<file path="src/design/fsfb_pkg.sv">
// Shared types, constants and the arctangent table of the four-sensor filter and bearing block.
package fsfb_pkg;

    localparam int FRACTION_BITS_DEF = 8;
    localparam int ANGLE_ITER_DEF    = 16;
    localparam int ANGLE_TABLE_LEN   = 24;
    localparam int SAMPLE_W          = 13;
    localparam int BEARING_W         = 15;
    localparam int CFG_IDX_W         = 3;
    localparam int CFG_DATA_W        = 14;
    localparam int DIV_STEPS         = 15;
    localparam int ZW                = 25;
    localparam int IDX_W             = 5;
    localparam int SIN10_Q16         = 11380;
    localparam int COS10_Q16         = 64541;

    typedef enum logic [CFG_IDX_W-1:0] {
        CFG_WEIGHT   = 3'd0,
        CFG_PRESENCE = 3'd1,
        CFG_CLOSE    = 3'd2,
        CFG_MIN_SUM  = 3'd3,
        CFG_SAT      = 3'd4,
        CFG_DEG_UNIT = 3'd5,
        CFG_MAX_DEG  = 3'd6
    } t_cfg_idx;

    typedef enum logic [2:0] {
        ST_IDLE,
        ST_FILT,
        ST_EVAL,
        ST_MUL,
        ST_ITER,
        ST_ROUND,
        ST_FINISH
    } t_state;

    typedef enum logic {
        MODE_CLOSE,
        MODE_FAR
    } t_mode;

    typedef struct packed {
        t_mode            mode;
        logic [IDX_W-1:0] idx;
    } t_step_ctl;

    // Arctangent of 2^-i in degrees with 16 fraction bits.
    function automatic logic [ZW-1:0] atan_q16(input logic [IDX_W-1:0] i);
        logic [ZW-1:0] v;
        case (i)
            5'd0:    v = 25'd2949120;
            5'd1:    v = 25'd1740967;
            5'd2:    v = 25'd919879;
            5'd3:    v = 25'd466945;
            5'd4:    v = 25'd234379;
            5'd5:    v = 25'd117304;
            5'd6:    v = 25'd58666;
            5'd7:    v = 25'd29335;
            5'd8:    v = 25'd14668;
            5'd9:    v = 25'd7334;
            5'd10:   v = 25'd3667;
            5'd11:   v = 25'd1833;
            5'd12:   v = 25'd917;
            5'd13:   v = 25'd458;
            5'd14:   v = 25'd229;
            5'd15:   v = 25'd115;
            5'd16:   v = 25'd57;
            5'd17:   v = 25'd29;
            5'd18:   v = 25'd14;
            5'd19:   v = 25'd7;
            5'd20:   v = 25'd4;
            5'd21:   v = 25'd2;
            5'd22:   v = 25'd1;
            default: v = 25'd0;
        endcase
        return v;
    endfunction

endpackage

</file>
<file path="src/design/fsfb_if.sv">
// Valid/ready channel interfaces for the sensor sample requests and the bearing results.
interface fsfb_in_if;
    import fsfb_pkg::*;
    logic                valid;
    logic                ready;
    logic [SAMPLE_W-1:0] side_left_mv;
    logic [SAMPLE_W-1:0] left_mv;
    logic [SAMPLE_W-1:0] right_mv;
    logic [SAMPLE_W-1:0] side_right_mv;
    logic                restart_filter;
    modport source (output valid, side_left_mv, left_mv, right_mv, side_right_mv,
                    restart_filter, input ready);
    modport sink (input valid, side_left_mv, left_mv, right_mv, side_right_mv,
                  restart_filter, output ready);
endinterface

interface fsfb_out_if;
    import fsfb_pkg::*;
    logic                        valid;
    logic                        ready;
    logic signed [BEARING_W-1:0] bearing_centideg;
    logic                        bearing_valid;
    logic [SAMPLE_W-1:0]         max_level_mv;
    logic                        all_below;
    modport source (output valid, bearing_centideg, bearing_valid, max_level_mv,
                    all_below, input ready);
    modport sink (input valid, bearing_centideg, bearing_valid, max_level_mv,
                  all_below, output ready);
endinterface

</file>
<file path="src/design/four_sensor_filter_bearing.sv">
// Top level of the four-sensor moving-average filter with bearing estimate.
//
//  channel   direction  handshake           payload
//  i_in      sink       valid/ready         four sensor levels, restart_filter
//  o_out     source     valid/ready         bearing, bearing_valid, max level, all_below
//  i_cfg_*   write only i_cfg_we            register index and data
//
// A request holds the block for the four channel filter updates and the evaluate state. When
// a bearing must be computed, the multiply state, the steps in the shared step unit (CORDIC
// steps set by ANGLE_ITERATIONS, capped at the table length, at close range or division
// steps at far range) and the rounding state follow. The finish state loads the output
// register once it is free, and the block is ready again on the cycle after that. The
// sequencer runs these steps around the single iteration unit and EWMA multiplier.
// Reset is synchronous and active low; it clears the sequencer, the seeded flag,
// the output valid and restores the register defaults. A result waiting in the
// output register does not block the next request; only a second finished result
// waits until the first is taken.
module four_sensor_filter_bearing #(
    parameter int FRACTION_BITS    = fsfb_pkg::FRACTION_BITS_DEF,
    parameter int ANGLE_ITERATIONS = fsfb_pkg::ANGLE_ITER_DEF
) (
    input  logic                              i_clk,
    input  logic                              i_rst_n,
    fsfb_in_if.sink                           i_in,
    fsfb_out_if.source                        o_out,
    input  logic                              i_cfg_we,
    input  logic [fsfb_pkg::CFG_IDX_W-1:0]    i_cfg_idx,
    input  logic [fsfb_pkg::CFG_DATA_W-1:0]   i_cfg_data
);
    import fsfb_pkg::*;

    // Level width: whole millivolts plus fraction bits.
    localparam int W  = SAMPLE_W + FRACTION_BITS;
    // CORDIC vector width: constant gain, CORDIC growth and a sign bit.
    localparam int XW = W + 19;
    // Division numerator width.
    localparam int NW = W + 17;
    localparam int AW = W + 11;
    localparam int CORDIC_STEPS = (ANGLE_ITERATIONS < ANGLE_TABLE_LEN) ?
                                  ANGLE_ITERATIONS : ANGLE_TABLE_LEN;

    // Configuration registers.
    logic [8:0]  r_weight;
    logic [12:0] r_pres;
    logic [12:0] r_close;
    logic [13:0] r_min_sum;
    logic [12:0] r_sat;
    logic [7:0]  r_deg_unit;
    logic [6:0]  r_max_deg;

    always_ff @(posedge i_clk) begin
        if (!i_rst_n) begin
            r_weight   <= 9'd64;
            r_pres     <= 13'd300;
            r_close    <= 13'd600;
            r_min_sum  <= 14'd1000;
            r_sat      <= 13'd4800;
            r_deg_unit <= 8'd58;
            r_max_deg  <= 7'd28;
        end else if (i_cfg_we) begin
            unique case (t_cfg_idx'(i_cfg_idx))
                CFG_WEIGHT:   r_weight   <= i_cfg_data[8:0];
                CFG_PRESENCE: r_pres     <= i_cfg_data[12:0];
                CFG_CLOSE:    r_close    <= i_cfg_data[12:0];
                CFG_MIN_SUM:  r_min_sum  <= i_cfg_data[13:0];
                CFG_SAT:      r_sat      <= i_cfg_data[12:0];
                CFG_DEG_UNIT: r_deg_unit <= i_cfg_data[7:0];
                CFG_MAX_DEG:  r_max_deg  <= i_cfg_data[6:0];
                default: ;
            endcase
        end
    end

    // Sequencer and datapath registers.
    t_state r_state, n_state;
    logic [IDX_W-1:0]        r_cnt, n_cnt;
    logic                    r_seeded, n_seeded;
    logic [SAMPLE_W-1:0]     r_smp [4];
    logic                    r_restart;
    logic [W-1:0]            r_flt [4];
    t_mode                   r_mode, n_mode;
    logic                    r_neg, n_neg;
    logic signed [XW-1:0]    r_x, n_x;
    logic signed [XW-1:0]    r_y, n_y;
    logic signed [ZW-1:0]    r_z, n_z;
    logic [NW-1:0]           r_rem, n_rem;
    logic [NW-1:0]           r_den, n_den;
    logic [DIV_STEPS-1:0]    r_q, n_q;
    logic signed [BEARING_W-1:0] r_bearing, n_bearing;
    logic                    r_bvalid, n_bvalid;
    logic [SAMPLE_W-1:0]     r_max, n_max;
    logic                    r_below, n_below;
    logic                    r_ov, n_ov;
    logic signed [BEARING_W-1:0] r_o_bearing;
    logic                    r_o_bvalid;
    logic [SAMPLE_W-1:0]     r_o_max;
    logic                    r_o_below;

    logic                    accept;
    logic                    flt_we;
    logic [W-1:0]            n_flt;

    assign i_in.ready = (r_state == ST_IDLE);
    assign accept     = i_in.valid && i_in.ready;

    // EWMA unit: f + w*(s - f), rounded, with one signed multiplier.
    logic [8:0]           w_eff;
    logic [W-1:0]         s_cur;
    logic [W-1:0]         f_cur;
    logic signed [W:0]    dif;
    logic signed [AW-1:0] prod;
    logic signed [AW-1:0] acc;

    always_comb begin
        w_eff = (r_weight > 9'd256) ? 9'd256 : r_weight;
        s_cur = {r_smp[r_cnt[1:0]], {FRACTION_BITS{1'b0}}};
        f_cur = r_flt[r_cnt[1:0]];
        dif   = $signed({1'b0, s_cur}) - $signed({1'b0, f_cur});
        prod  = $signed({1'b0, w_eff}) * dif;
        acc   = $signed({3'b000, f_cur, 8'h00}) + prod + $signed(AW'(128));
        if (!r_seeded || r_restart) begin
            n_flt = s_cur;
        end else begin
            n_flt = acc[W+7:8];
        end
    end

    // Evaluation of the filtered levels.
    logic [W-1:0] sl, lv, rv, sr;
    logic [W-1:0] mx01, mx23, mx;
    logic [W-1:0] thr, close_lvl, sat_lvl;
    logic [W:0]   sum_o, min_sum;
    logic [W-1:0] dif_o;
    logic [W:0]   mx_rnd;
    logic [W:0]   lr_sum;
    logic [W:0]   lr_dif;
    logic [14:0]  k_scale;
    logic [W+14:0] num;

    always_comb begin
        sl        = r_flt[0];
        lv        = r_flt[1];
        rv        = r_flt[2];
        sr        = r_flt[3];
        mx01      = (lv > sl) ? lv : sl;
        mx23      = (sr > rv) ? sr : rv;
        mx        = (mx23 > mx01) ? mx23 : mx01;
        thr       = {r_pres, {FRACTION_BITS{1'b0}}};
        close_lvl = {r_close, {FRACTION_BITS{1'b0}}};
        sat_lvl   = {r_sat, {FRACTION_BITS{1'b0}}};
        min_sum   = {r_min_sum, {FRACTION_BITS{1'b0}}};
        sum_o     = {1'b0, sl} + {1'b0, sr};
        dif_o     = (sr > sl) ? (sr - sl) : (sl - sr);
        mx_rnd    = {1'b0, mx} + (W+1)'(1 << (FRACTION_BITS - 1));
        lr_sum    = {1'b0, lv} + {1'b0, rv};
        lr_dif    = {1'b0, lv} - {1'b0, rv};
        k_scale   = 15'(r_deg_unit) * 15'd100;
        num       = (W+15)'(dif_o) * (W+15)'(k_scale);
    end

    // Shared iteration unit.
    t_step_ctl            step_ctl;
    logic signed [XW-1:0] s_x, s_y;
    logic signed [ZW-1:0] s_z;
    logic [NW-1:0]        s_rem;
    logic [DIV_STEPS-1:0] s_q;

    assign step_ctl.mode = r_mode;
    assign step_ctl.idx  = r_cnt;

    fsfb_step #(
        .XW (XW),
        .NW (NW)
    ) u_step (
        .i_ctl (step_ctl),
        .i_x   (r_x),
        .i_y   (r_y),
        .i_z   (r_z),
        .i_rem (r_rem),
        .i_den (r_den),
        .i_q   (r_q),
        .o_x   (s_x),
        .o_y   (s_y),
        .o_z   (s_z),
        .o_rem (s_rem),
        .o_q   (s_q)
    );

    // Rounding of the final angle or quotient.
    logic [ZW-1:0]        z_abs;
    logic [31:0]          z_scaled;
    logic [BEARING_W-1:0] c_mag;
    logic [BEARING_W-1:0] f_lim;
    logic [BEARING_W-1:0] f_mag;

    always_comb begin
        z_abs    = (r_z < 0) ? ZW'(-r_z) : ZW'(r_z);
        z_scaled = 32'(z_abs) * 32'd100 + 32'd32768;
        c_mag    = z_scaled[30:16];
        f_lim    = BEARING_W'(r_max_deg) * BEARING_W'(100);
        f_mag    = (r_q > f_lim) ? f_lim : r_q;
    end

    always_comb begin
        n_state   = r_state;
        n_cnt     = r_cnt;
        n_seeded  = r_seeded;
        n_mode    = r_mode;
        n_neg     = r_neg;
        n_x       = r_x;
        n_y       = r_y;
        n_z       = r_z;
        n_rem     = r_rem;
        n_den     = r_den;
        n_q       = r_q;
        n_bearing = r_bearing;
        n_bvalid  = r_bvalid;
        n_max     = r_max;
        n_below   = r_below;
        n_ov      = r_ov;
        flt_we    = 1'b0;
        if (r_ov && o_out.ready) begin
            n_ov = 1'b0;
        end
        unique case (r_state)
            ST_IDLE: begin
                n_cnt = '0;
                if (accept) begin
                    n_state = ST_FILT;
                end
            end
            ST_FILT: begin
                flt_we = 1'b1;
                n_cnt  = r_cnt + IDX_W'(1);
                if (r_cnt == IDX_W'(3)) begin
                    n_seeded = 1'b1;
                    n_state  = ST_EVAL;
                end
            end
            ST_EVAL: begin
                n_max     = mx_rnd[W-1:FRACTION_BITS];
                n_below   = (sl < thr) && (lv < thr) && (rv < thr) && (sr < thr);
                n_bearing = '0;
                n_bvalid  = 1'b0;
                n_neg     = sr > sl;
                n_cnt     = '0;
                n_state   = ST_FINISH;
                if (mx < thr) begin
                    n_bvalid = 1'b0;
                end else if ((lv > close_lvl) || (rv > close_lvl)) begin
                    // An inner level above a non-negative limit keeps l+r nonzero.
                    n_mode   = MODE_CLOSE;
                    n_bvalid = 1'b1;
                    n_state  = ST_MUL;
                end else if (sum_o < min_sum) begin
                    n_bvalid = 1'b0;
                end else if ((sl >= sat_lvl) && (sr >= sat_lvl)) begin
                    n_bvalid = 1'b1;
                end else if (sum_o == '0) begin
                    n_bvalid = 1'b1;
                end else begin
                    n_mode   = MODE_FAR;
                    n_bvalid = 1'b1;
                    n_state  = ST_MUL;
                end
            end
            ST_MUL: begin
                if (r_mode == MODE_CLOSE) begin
                    n_x = XW'($signed({1'b0, lr_sum}) * $signed(18'(COS10_Q16)));
                    n_y = XW'($signed(lr_dif) * $signed(16'(SIN10_Q16)));
                    n_z = '0;
                end else begin
                    n_rem = NW'({num, 1'b0}) + NW'(sum_o);
                    n_den = NW'({sum_o, 1'b0});
                    n_q   = '0;
                end
                n_state = ST_ITER;
            end
            ST_ITER: begin
                n_x   = s_x;
                n_y   = s_y;
                n_z   = s_z;
                n_rem = s_rem;
                n_q   = s_q;
                n_cnt = r_cnt + IDX_W'(1);
                if (r_mode == MODE_CLOSE) begin
                    if (r_cnt == IDX_W'(CORDIC_STEPS - 1)) begin
                        n_state = ST_ROUND;
                    end
                end else begin
                    if (r_cnt == IDX_W'(DIV_STEPS - 1)) begin
                        n_state = ST_ROUND;
                    end
                end
            end
            ST_ROUND: begin
                if (r_mode == MODE_CLOSE) begin
                    n_bearing = (r_z < 0) ? $signed(-c_mag) : $signed(c_mag);
                end else begin
                    n_bearing = r_neg ? $signed(-f_mag) : $signed(f_mag);
                end
                n_state = ST_FINISH;
            end
            ST_FINISH: begin
                // Load the output register once it is free or being emptied.
                if (!r_ov || o_out.ready) begin
                    n_ov    = 1'b1;
                    n_state = ST_IDLE;
                end
            end
            default: n_state = ST_IDLE;
        endcase
    end

    always_ff @(posedge i_clk) begin
        if (!i_rst_n) begin
            r_state  <= ST_IDLE;
            r_cnt    <= '0;
            r_seeded <= 1'b0;
            r_ov     <= 1'b0;
        end else begin
            r_state  <= n_state;
            r_cnt    <= n_cnt;
            r_seeded <= n_seeded;
            r_ov     <= n_ov;
        end
    end

    always_ff @(posedge i_clk) begin
        if (accept) begin
            r_smp[0]  <= i_in.side_left_mv;
            r_smp[1]  <= i_in.left_mv;
            r_smp[2]  <= i_in.right_mv;
            r_smp[3]  <= i_in.side_right_mv;
            r_restart <= i_in.restart_filter;
        end
        if (flt_we) begin
            r_flt[r_cnt[1:0]] <= n_flt;
        end
        r_mode    <= n_mode;
        r_neg     <= n_neg;
        r_x       <= n_x;
        r_y       <= n_y;
        r_z       <= n_z;
        r_rem     <= n_rem;
        r_den     <= n_den;
        r_q       <= n_q;
        r_bearing <= n_bearing;
        r_bvalid  <= n_bvalid;
        r_max     <= n_max;
        r_below   <= n_below;
        if (r_state == ST_FINISH && (!r_ov || o_out.ready)) begin
            r_o_bearing <= r_bearing;
            r_o_bvalid  <= r_bvalid;
            r_o_max     <= r_max;
            r_o_below   <= r_below;
        end
    end

    assign o_out.valid            = r_ov;
    assign o_out.bearing_centideg = r_o_bearing;
    assign o_out.bearing_valid    = r_o_bvalid;
    assign o_out.max_level_mv     = r_o_max;
    assign o_out.all_below        = r_o_below;

endmodule

</file>
<file path="src/design/fsfb_step.sv">
// Shared iteration unit: one CORDIC vectoring step or one restoring division step.
module fsfb_step #(
    parameter int XW = 46,
    parameter int NW = 38
) (
    input  fsfb_pkg::t_step_ctl              i_ctl,
    input  logic signed [XW-1:0]             i_x,
    input  logic signed [XW-1:0]             i_y,
    input  logic signed [fsfb_pkg::ZW-1:0]   i_z,
    input  logic [NW-1:0]                    i_rem,
    input  logic [NW-1:0]                    i_den,
    input  logic [fsfb_pkg::DIV_STEPS-1:0]   i_q,
    output logic signed [XW-1:0]             o_x,
    output logic signed [XW-1:0]             o_y,
    output logic signed [fsfb_pkg::ZW-1:0]   o_z,
    output logic [NW-1:0]                    o_rem,
    output logic [fsfb_pkg::DIV_STEPS-1:0]   o_q
);
    import fsfb_pkg::*;

    logic signed [XW-1:0] xs;
    logic signed [XW-1:0] ys;
    logic signed [ZW-1:0] ang;
    logic [IDX_W-1:0]     sh;
    logic [NW-1:0]        dsh;

    always_comb begin
        xs    = i_x >>> i_ctl.idx;
        ys    = i_y >>> i_ctl.idx;
        ang   = $signed(atan_q16(i_ctl.idx));
        sh    = IDX_W'(DIV_STEPS - 1) - i_ctl.idx;
        dsh   = i_den << sh;
        o_x   = i_x;
        o_y   = i_y;
        o_z   = i_z;
        o_rem = i_rem;
        o_q   = i_q;
        if (i_ctl.mode == MODE_CLOSE) begin
            // Rotate the vector toward the x axis and collect the angle.
            if (i_y > 0) begin
                o_x = i_x + ys;
                o_y = i_y - xs;
                o_z = i_z + ang;
            end else begin
                o_x = i_x - ys;
                o_y = i_y + xs;
                o_z = i_z - ang;
            end
        end else begin
            if (i_rem >= dsh) begin
                o_rem = i_rem - dsh;
                o_q   = {i_q[DIV_STEPS-2:0], 1'b1};
            end else begin
                o_q   = {i_q[DIV_STEPS-2:0], 1'b0};
            end
        end
    end

endmodule

</file>
<file path="src/flat_wrapper.sv">
// flat-port wrapper written by rule: the top's interface ports become plain ports
module four_sensor_filter_bearing_flat import fsfb_pkg::*;
#(
    parameter int FRACTION_BITS    = fsfb_pkg::FRACTION_BITS_DEF,
    parameter int ANGLE_ITERATIONS = fsfb_pkg::ANGLE_ITER_DEF
)
  (i_clk, i_rst_n, i_cfg_we, i_cfg_idx, i_cfg_data, i_in_valid, i_in_side_left_mv, i_in_left_mv, i_in_right_mv, i_in_side_right_mv, i_in_restart_filter, i_in_ready, o_out_valid, o_out_bearing_centideg, o_out_bearing_valid, o_out_max_level_mv, o_out_all_below, o_out_ready);
  fsfb_in_if i_in_i ();
  fsfb_out_if o_out_i ();
  input  logic i_clk;
  input  logic i_rst_n;
  input  logic i_cfg_we;
  input  logic [fsfb_pkg::CFG_IDX_W-1:0] i_cfg_idx;
  input  logic [fsfb_pkg::CFG_DATA_W-1:0] i_cfg_data;
  input wire logic [$bits(i_in_i.valid)-1:0] i_in_valid;
  input wire logic [$bits(i_in_i.side_left_mv)-1:0] i_in_side_left_mv;
  input wire logic [$bits(i_in_i.left_mv)-1:0] i_in_left_mv;
  input wire logic [$bits(i_in_i.right_mv)-1:0] i_in_right_mv;
  input wire logic [$bits(i_in_i.side_right_mv)-1:0] i_in_side_right_mv;
  input wire logic [$bits(i_in_i.restart_filter)-1:0] i_in_restart_filter;
  output wire logic [$bits(i_in_i.ready)-1:0] i_in_ready;
  output wire logic [$bits(o_out_i.valid)-1:0] o_out_valid;
  output wire logic [$bits(o_out_i.bearing_centideg)-1:0] o_out_bearing_centideg;
  output wire logic [$bits(o_out_i.bearing_valid)-1:0] o_out_bearing_valid;
  output wire logic [$bits(o_out_i.max_level_mv)-1:0] o_out_max_level_mv;
  output wire logic [$bits(o_out_i.all_below)-1:0] o_out_all_below;
  input wire logic [$bits(o_out_i.ready)-1:0] o_out_ready;
  assign i_in_i.valid = i_in_valid;
  assign i_in_i.side_left_mv = i_in_side_left_mv;
  assign i_in_i.left_mv = i_in_left_mv;
  assign i_in_i.right_mv = i_in_right_mv;
  assign i_in_i.side_right_mv = i_in_side_right_mv;
  assign i_in_i.restart_filter = i_in_restart_filter;
  assign i_in_ready = i_in_i.ready;
  assign o_out_valid = o_out_i.valid;
  assign o_out_bearing_centideg = o_out_i.bearing_centideg;
  assign o_out_bearing_valid = o_out_i.bearing_valid;
  assign o_out_max_level_mv = o_out_i.max_level_mv;
  assign o_out_all_below = o_out_i.all_below;
  assign o_out_i.ready = o_out_ready;
  four_sensor_filter_bearing #(.FRACTION_BITS(FRACTION_BITS), .ANGLE_ITERATIONS(ANGLE_ITERATIONS)) u_core (.i_clk(i_clk), .i_rst_n(i_rst_n), .i_in(i_in_i), .o_out(o_out_i), .i_cfg_we(i_cfg_we), .i_cfg_idx(i_cfg_idx), .i_cfg_data(i_cfg_data));
endmodule
</file>
<file path="config.mk">
export PLATFORM = sky130hd
export DESIGN_NAME = four_sensor_filter_bearing_flat
export DESIGN_NICKNAME = d
export VERILOG_FILES = /design/src/design/fsfb_pkg.sv /design/src/design/fsfb_if.sv /design/src/design/four_sensor_filter_bearing.sv /design/src/design/fsfb_step.sv /design/src/flat_wrapper.sv
export SDC_FILE = /design/constraint.sdc
export NUM_CORES = 2
export LEC_CHECK = 0
export BUFFER_PORTS_ARGS = -buffer_cell sky130_fd_sc_hd__clkbuf_2
export CELL_PAD_IN_SITES_DETAIL_PLACEMENT = 1
export CELL_PAD_IN_SITES_GLOBAL_PLACEMENT = 1
export CORE_MARGIN = 5
export CORE_UTILIZATION = 44
export CTS_BUF_LIST = sky130_fd_sc_hd__clkbuf_4 sky130_fd_sc_hd__clkbuf_8
export DETAILED_ROUTE_END_ITERATION = 10
export MAX_ROUTING_LAYER = met4
export PLACE_DENSITY = 0.73
export SLEW_MARGIN = 20
export SYNTH_ARGS = -nofsm -noshare
export SYNTH_HDL_FRONTEND = slang
export SYNTH_SLANG_ARGS = --single-unit
</file>
<file path="constraint.sdc">
create_clock -name i_clk -period 13.53 [get_ports i_clk]
set_clock_uncertainty 0.2 [all_clocks]
set_input_delay 2.706 -clock i_clk [delete_from_list [all_inputs] [get_ports i_clk]]
set_output_delay 2.706 -clock i_clk [all_outputs]
set_load 0.05 [all_outputs]
</file>
* Word-level counts from Yosys, hierarchy flattened
Memories as Yosys holds them, arrays and structs flattened. A register that Yosys moved wholly into a read port is not among the register bits.
Cells that the tools add are included.
** Storage, ports and cells
- Register bits :: 330
- Memory bits (writable) :: 136
- ROM bits :: 704
- Input port bits :: 75
- Output and inout port bits :: 32
- Logic and storage cells :: 210
- Memories kept :: 3
** Memories
- (name not given) :: depth 32, bits a word 22, rd ports 1, clocked after Yosys merged registers in 1, wr ports 0, RTL line fsfb_pkg.sv:50 : case (i)
- u_core.r_flt :: depth 4, bits a word 21, rd ports 5, clocked after Yosys merged registers in 1, wr ports 1, RTL line four_sensor_filter_bearing.sv:80 : logic [W-1:0] r_flt [4];
- u_core.r_smp :: depth 4, bits a word 13, rd ports 1, clocked after Yosys merged registers in 1, wr ports 4, RTL line four_sensor_filter_bearing.sv:78 : logic [SAMPLE_W-1:0] r_smp [4];
** Cells by class
- $add $sub $neg :: 23
- Multipliers :: 7
- Order comparisons :: 19
- Equality and inequality tests :: 28
- Shift operators :: 3
- Muxes and demuxes :: 64
- Bitwise gates (word level) :: 1
- Reductions and logical operators :: 34
** Operators by type and width (count)
- $mux 40 :: 6
- $pmux 40 s2 :: 2
- $gt 21x21->1 :: 6
- $mux 38 :: 3
- $lt 21x21->1 :: 5
- $mux 21 :: 5
- $mux 25 :: 4
- $mux 15 :: 6
- $add 40x40->40 :: 2
- $sshr 40x5->40 :: 2
- $sub 40x40->40 :: 2
- $pmux 38 s2 :: 1
- $pmux 15 s2 :: 2
- $pmux 25 s2 :: 1
- $add 21x21->22 :: 2
- $sub 21x21->22 :: 2
- $ge 21x21->1 :: 2
- $sub 21x21->21 :: 2
- $gt 40x1->1 const B :: 1
- $add 37x22->38 :: 1
- $ge 38x38->1 :: 1
- $mul 22x16->38 const B :: 1
- $shl 23x5->38 :: 1
- $sub 38x38->38 :: 1
- other kinds (48) :: 118

* Depth between registers and ports, before layout
An unclocked memory read counts as a cell.
- Word-level depth :: 9
- Mapped depth :: 45
- Mapped depth without buffers :: 43

* Modules after synthesis
Synthesis repeated with hierarchy kept, for this count alone.
** Second synthesis, totals
- Cell total of the unflattened synthesis :: 9429
- Area, all modules :: 82708.1 um2
** Modules (own cells, without submodules)
- four_sensor_filter_bearing :: times used 1, cells an instance 6696, area an instance 62746.4 um2, sequential area each 13162.6 um2
- fsfb_step :: times used 1, cells an instance 2733, area an instance 19961.6 um2, sequential area each 0.0 um2

* Least setup slack after synthesis
No wires, ideal clock.
- Kind :: register -> register
- Start point :: memory u_core.r_flt[3][1] (netlist name)
- End point :: register u_core.r_rem[36], data pin
- Library setup time :: 261 ps
- Arrival time :: 9701 ps
- Data required time :: 13069 ps
- Slack :: 3368 ps
- Cell stages (with the launch flop) :: 38
- Buffers on the path :: 2
- Period minus slack after synthesis :: 10162 ps
- Cells stage by stage :: edfxtp_1 > inv_1 > ha_1 > a21oi_1 > o21bai_1 > a2111o_1 > a21oi_1 > o221a_2 > o31ai_1 > a41oi_1 > clkbuf_1 > mux2_2 > a31oi_1 > xnor2_1 > clkbuf_1 > nand2_1 > fa_1 > inv_1 > [... 2 more ...] > fa_1 > inv_1 > fa_1 > inv_1 > ha_1 > o21a_1 > nor2_1 > nor2_1 > a221o_1 > a31oi_1 > o21ai_0 > xnor2_1 > nand4_1 > nor4_1 > nand2_1 > nor3_1 > xnor2_1 > mux2i_1
** RTL lines
- start: declaration :: RTL line four_sensor_filter_bearing.sv:80
- end signal: assignment :: RTL line four_sensor_filter_bearing.sv:345 : r_rem <= n_rem;
- end: declaration :: RTL line four_sensor_filter_bearing.sv:86 : logic [NW-1:0] r_rem, n_rem;

==> impl_metrics.ini <==
[worst_setup_path]
critPathTopFamily = compound AO/OA/AOI/OAI gates
required_ns = 13.92
critPathMaxFanout = 14
r2r_end = u_core.r_rem[35]
setup.worst_path.start_class = flop
reg2reg_slack_ns = 1.60
cp.arrival_ns = 12.32
end_kind = flop
cp_num_buf_inv = 7
crit_slowest_cell = o311ai_0
worstSetupPathType = flop to flop
rr_startpoint = u_core.r_flt[3][1]
worstRegToRegCells = 36
crit_top_cell = inv_1
worst_path_largest_cell_delay_ns = 0.80

[clock_network]
clk_path_buf_depth = 3
htreeDepth = 3
cts_resized = 0
cts_tree = yes
cts_buffers = 99
post_cts_buffers = 0
clock-sinks = 490
cts-root-buf = clkbuf_8
worstSkewPairLatency_ns = 0.89
clk_pin_slew_worst_paths_ns = 0.06
ctsHoldBuffers = 0

[route]
vias = 64182
drc = 0
via_per_inst = 5.85
wirelength_um = 264000
initialDrtViolationCount = 4483
wire_per_inst_um = 24.0
ant_nets = 0
firstDrtPassIters = 6

[synth]
netlist_area_um2 = 77200
yosys.area_share.xor_xnor_pct = 6.45
synth_compound_area_share_pct = 14.6
postSynthCellCount = 8516
synth-adder-area-share_pct = 33.8
ys_seq_area_share_pct = 17.6
synth.distinct_cells = 97
synth-edff-count = 379
synth-simple-area-share_pct = 13.7
synth_top_family_by_area = adder cells
avgSynthCellArea_um2 = 9.07
synth_ff_type = edfxtp_1
ys_ff_latch = 490
syn_nets = 10285
synth_top_area_share_pct = 17.0
synth_warnings = 0
async_reset_ff_share_pct = 0
synth_area_leaders = fa_1 (17%), ha_1 (17%), edfxtp_1 (15%), inv_1 (5.5%), xnor2_1 (4.1%)
synth_mux_area_share_pct = 6.64
synth_top_area_cell = fa_1

[grt]
grt-ovfl-total = 0
use_met2_pct = 47.1
grt_max_degree = 84
grt.busiest_layer = met2
gr-usage-all-layers_pct = 28.8
grt_pass1_vias = 67775
met3_usage_pct = 3.49
grt_pass1_wl_um = 407000
met1_usage_pct = 37.6
antenna_found_initial = 14

[min_path]
min_from = u_core.r_max[6]
hold_end = u_core.o_out.max_level_mv[6]
min_path_type = flop to flop
whs_path_depth = 0

[floorplan]
ioPinCount = 107
die_h_um = 429
initial_core_util_pct = 44.3
die_x_um = 429
placementRows = 153
core_um2 = 174000
fp.dieArea_um2 = 184000

[finish]
area_growth_pct = 7.10
fin_cells = 10972
utilization_pct = 47.5
drive_gt1_share_pct = 7.64
nNetsFinal = 10323

[timing]
finalCriticalPeriod_ns = 11.93
period_share_pct = 88.2
setup_tns_ns = 0
rsz0062_at_grt = no
hold_viol_final = 0
fmax_mhz = 83.8
worst_pin_slew_ns = 1.30
relSlewSlack_pct = 12.9
final_max_slew_viol_count = 0
setup_viol = 0

[place]
port_buffers = 106
dpl.cell_count = 10778
gpl.final_weighted_congestion = 0.989
hpwl_um = 216000

[run_status]
status = finished clean

[job]
cap_violations = 0
==> worst register-to-register path, delay by kind of cell (launching register included) <==
family / cells / cell delay [ns]
xor gates and xnor gates: 2 / 0.37
muxes: 1 / 0.28
and+or+nand+nor: 5 / 1.14
DFF: 1 / 0.52
adders and majority gates: 7 / 3.24
AOI/OAI and AO/OA: 14 / 5.05
buffers and inverters: 7 / 0.87
==> cells by family (layout without fill, tap and decap cells) <==
| logic type | count (synthesis) | in the layout |
|---|---|---|
| adders and majority gates | 1694 | 1694 |
| and+or+nand+nor | 2256 | 2256 |
| muxes | 301 | 301 |
| xor gates and xnor gates | 569 | 569 |
| buffers and inverters | 1431 | 1553 |
| DFF | 490 | 490 |
| AOI/OAI and AO/OA | 1775 | 1775 |
| other | 0 | 9 |
==> worst max path at each step <==
stage | startpoint | end | slack, ns | cells past startpoint
floorplan | u_core.r_flt[3][1] | u_core.r_rem[36] | 3.37 | 37
global placement | u_core.r_flt[3][1] | u_core.r_rem[36] | 1.66 | 37
detailed placement | u_core.r_flt[3][1] | u_core.r_rem[36] | 1.58 | 35
CTS | u_core.r_flt[3][1] | u_core.r_rem[36] | 1.61 | 35
global route | u_core.r_flt[3][1] | u_core.r_rem[36] | 0.92 | 36
finish | u_core.r_flt[3][1] | u_core.r_rem[35] | 1.60 | 36
==> placed cells by master (no fill, tap or decap), types with 49 or more instances in the layout <==
cell,count
nor2_1,569
mux4_2,138
fa_1,655
edfxtp_1,379
and3_1,68
buf_4,117
and2_1,140
inv_1,1138
xor2_1,204
nand3_1,110
a211oi_1,54
a21boi_0,83
nor2b_1,80
o21bai_1,68
a21o_1,196
a31oi_1,53
mux2i_1,102
dfxtp_1,104
xnor2_1,353
nand2_1,790
a21oi_1,528
nand4_1,68
o21ai_0,374
clkbuf_8,106
or3_1,49
o21a_1,97
ha_1,1039
nor3_1,115
o211ai_1,63
nand2b_1,98
clkbuf_2,105
==> routing by layer <==
layer  up-vias  part of all wire (%)
li1      29465                     -
met1     32535                    44
met2      1767                    47
met3       415                   5.4
met4         0                   3.5
met5         -                     0
==> final cells by class <==
class                           instances  area (um^2)
Antenna cell                            9         22.5
Clock buffer                          132         1650
Clock inverter                         53          529
Fill cell                           20389        91500
Inverter                             1146         4300
Multi-Input combinational cell       6595        58300
Sequential cell                       490        13600
Tap cell                             2325         2910
Timing Repair Buffer                  222         1400
==> through the flow <==
step	hold WS, ns	cell area, um^2	setup slack (ns)
6_report	0.219	82700	1.60
5_1_grt	0.229	82700	0.924
4_1_cts	0.222	82600	1.61
3_5_place_dp	0.208	80500	1.58
3_3_place_gp	0.204	80400	1.66
2_1_floorplan	0.200	77200	3.37
==> registers in the layout (all words and copies together) (netlist names), 14 cells and up, named ones only <==
| name | flops |
|---|---|
| u_core.r_smp | 52 |
| u_core.r_flt | 84 |
| u_core.r_x | 40 |
| u_core.o_out.bearing_centideg | 15 |
| u_core.r_y | 40 |
| u_core.u_step.ang | 22 |
| u_core.r_q | 15 |
| u_core.r_rem | 38 |
| u_core.r_bearing | 15 |
| u_core.r_z | 25 |
| u_core.r_den | 22 |
| u_core.r_min_sum | 14 |
==> synthesized netlist by cell type, drive strengths merged (145+ instances only) <==
| cell | n |
|---|---|
| nand2 | 792 |
| inv | 1140 |
| nor2 | 573 |
| a21oi | 529 |
| mux4 | 159 |
| xnor2 | 364 |
| xor2 | 205 |
| a21o | 196 |
| o21ai | 381 |
| ha | 1039 |
| edfxtp | 379 |
| clkbuf | 220 |
| fa | 655 |
| and2 | 145 |
Power is not shown: default switching activity piles up to over one toggle a cycle in this logic, so the estimate is an artifact.
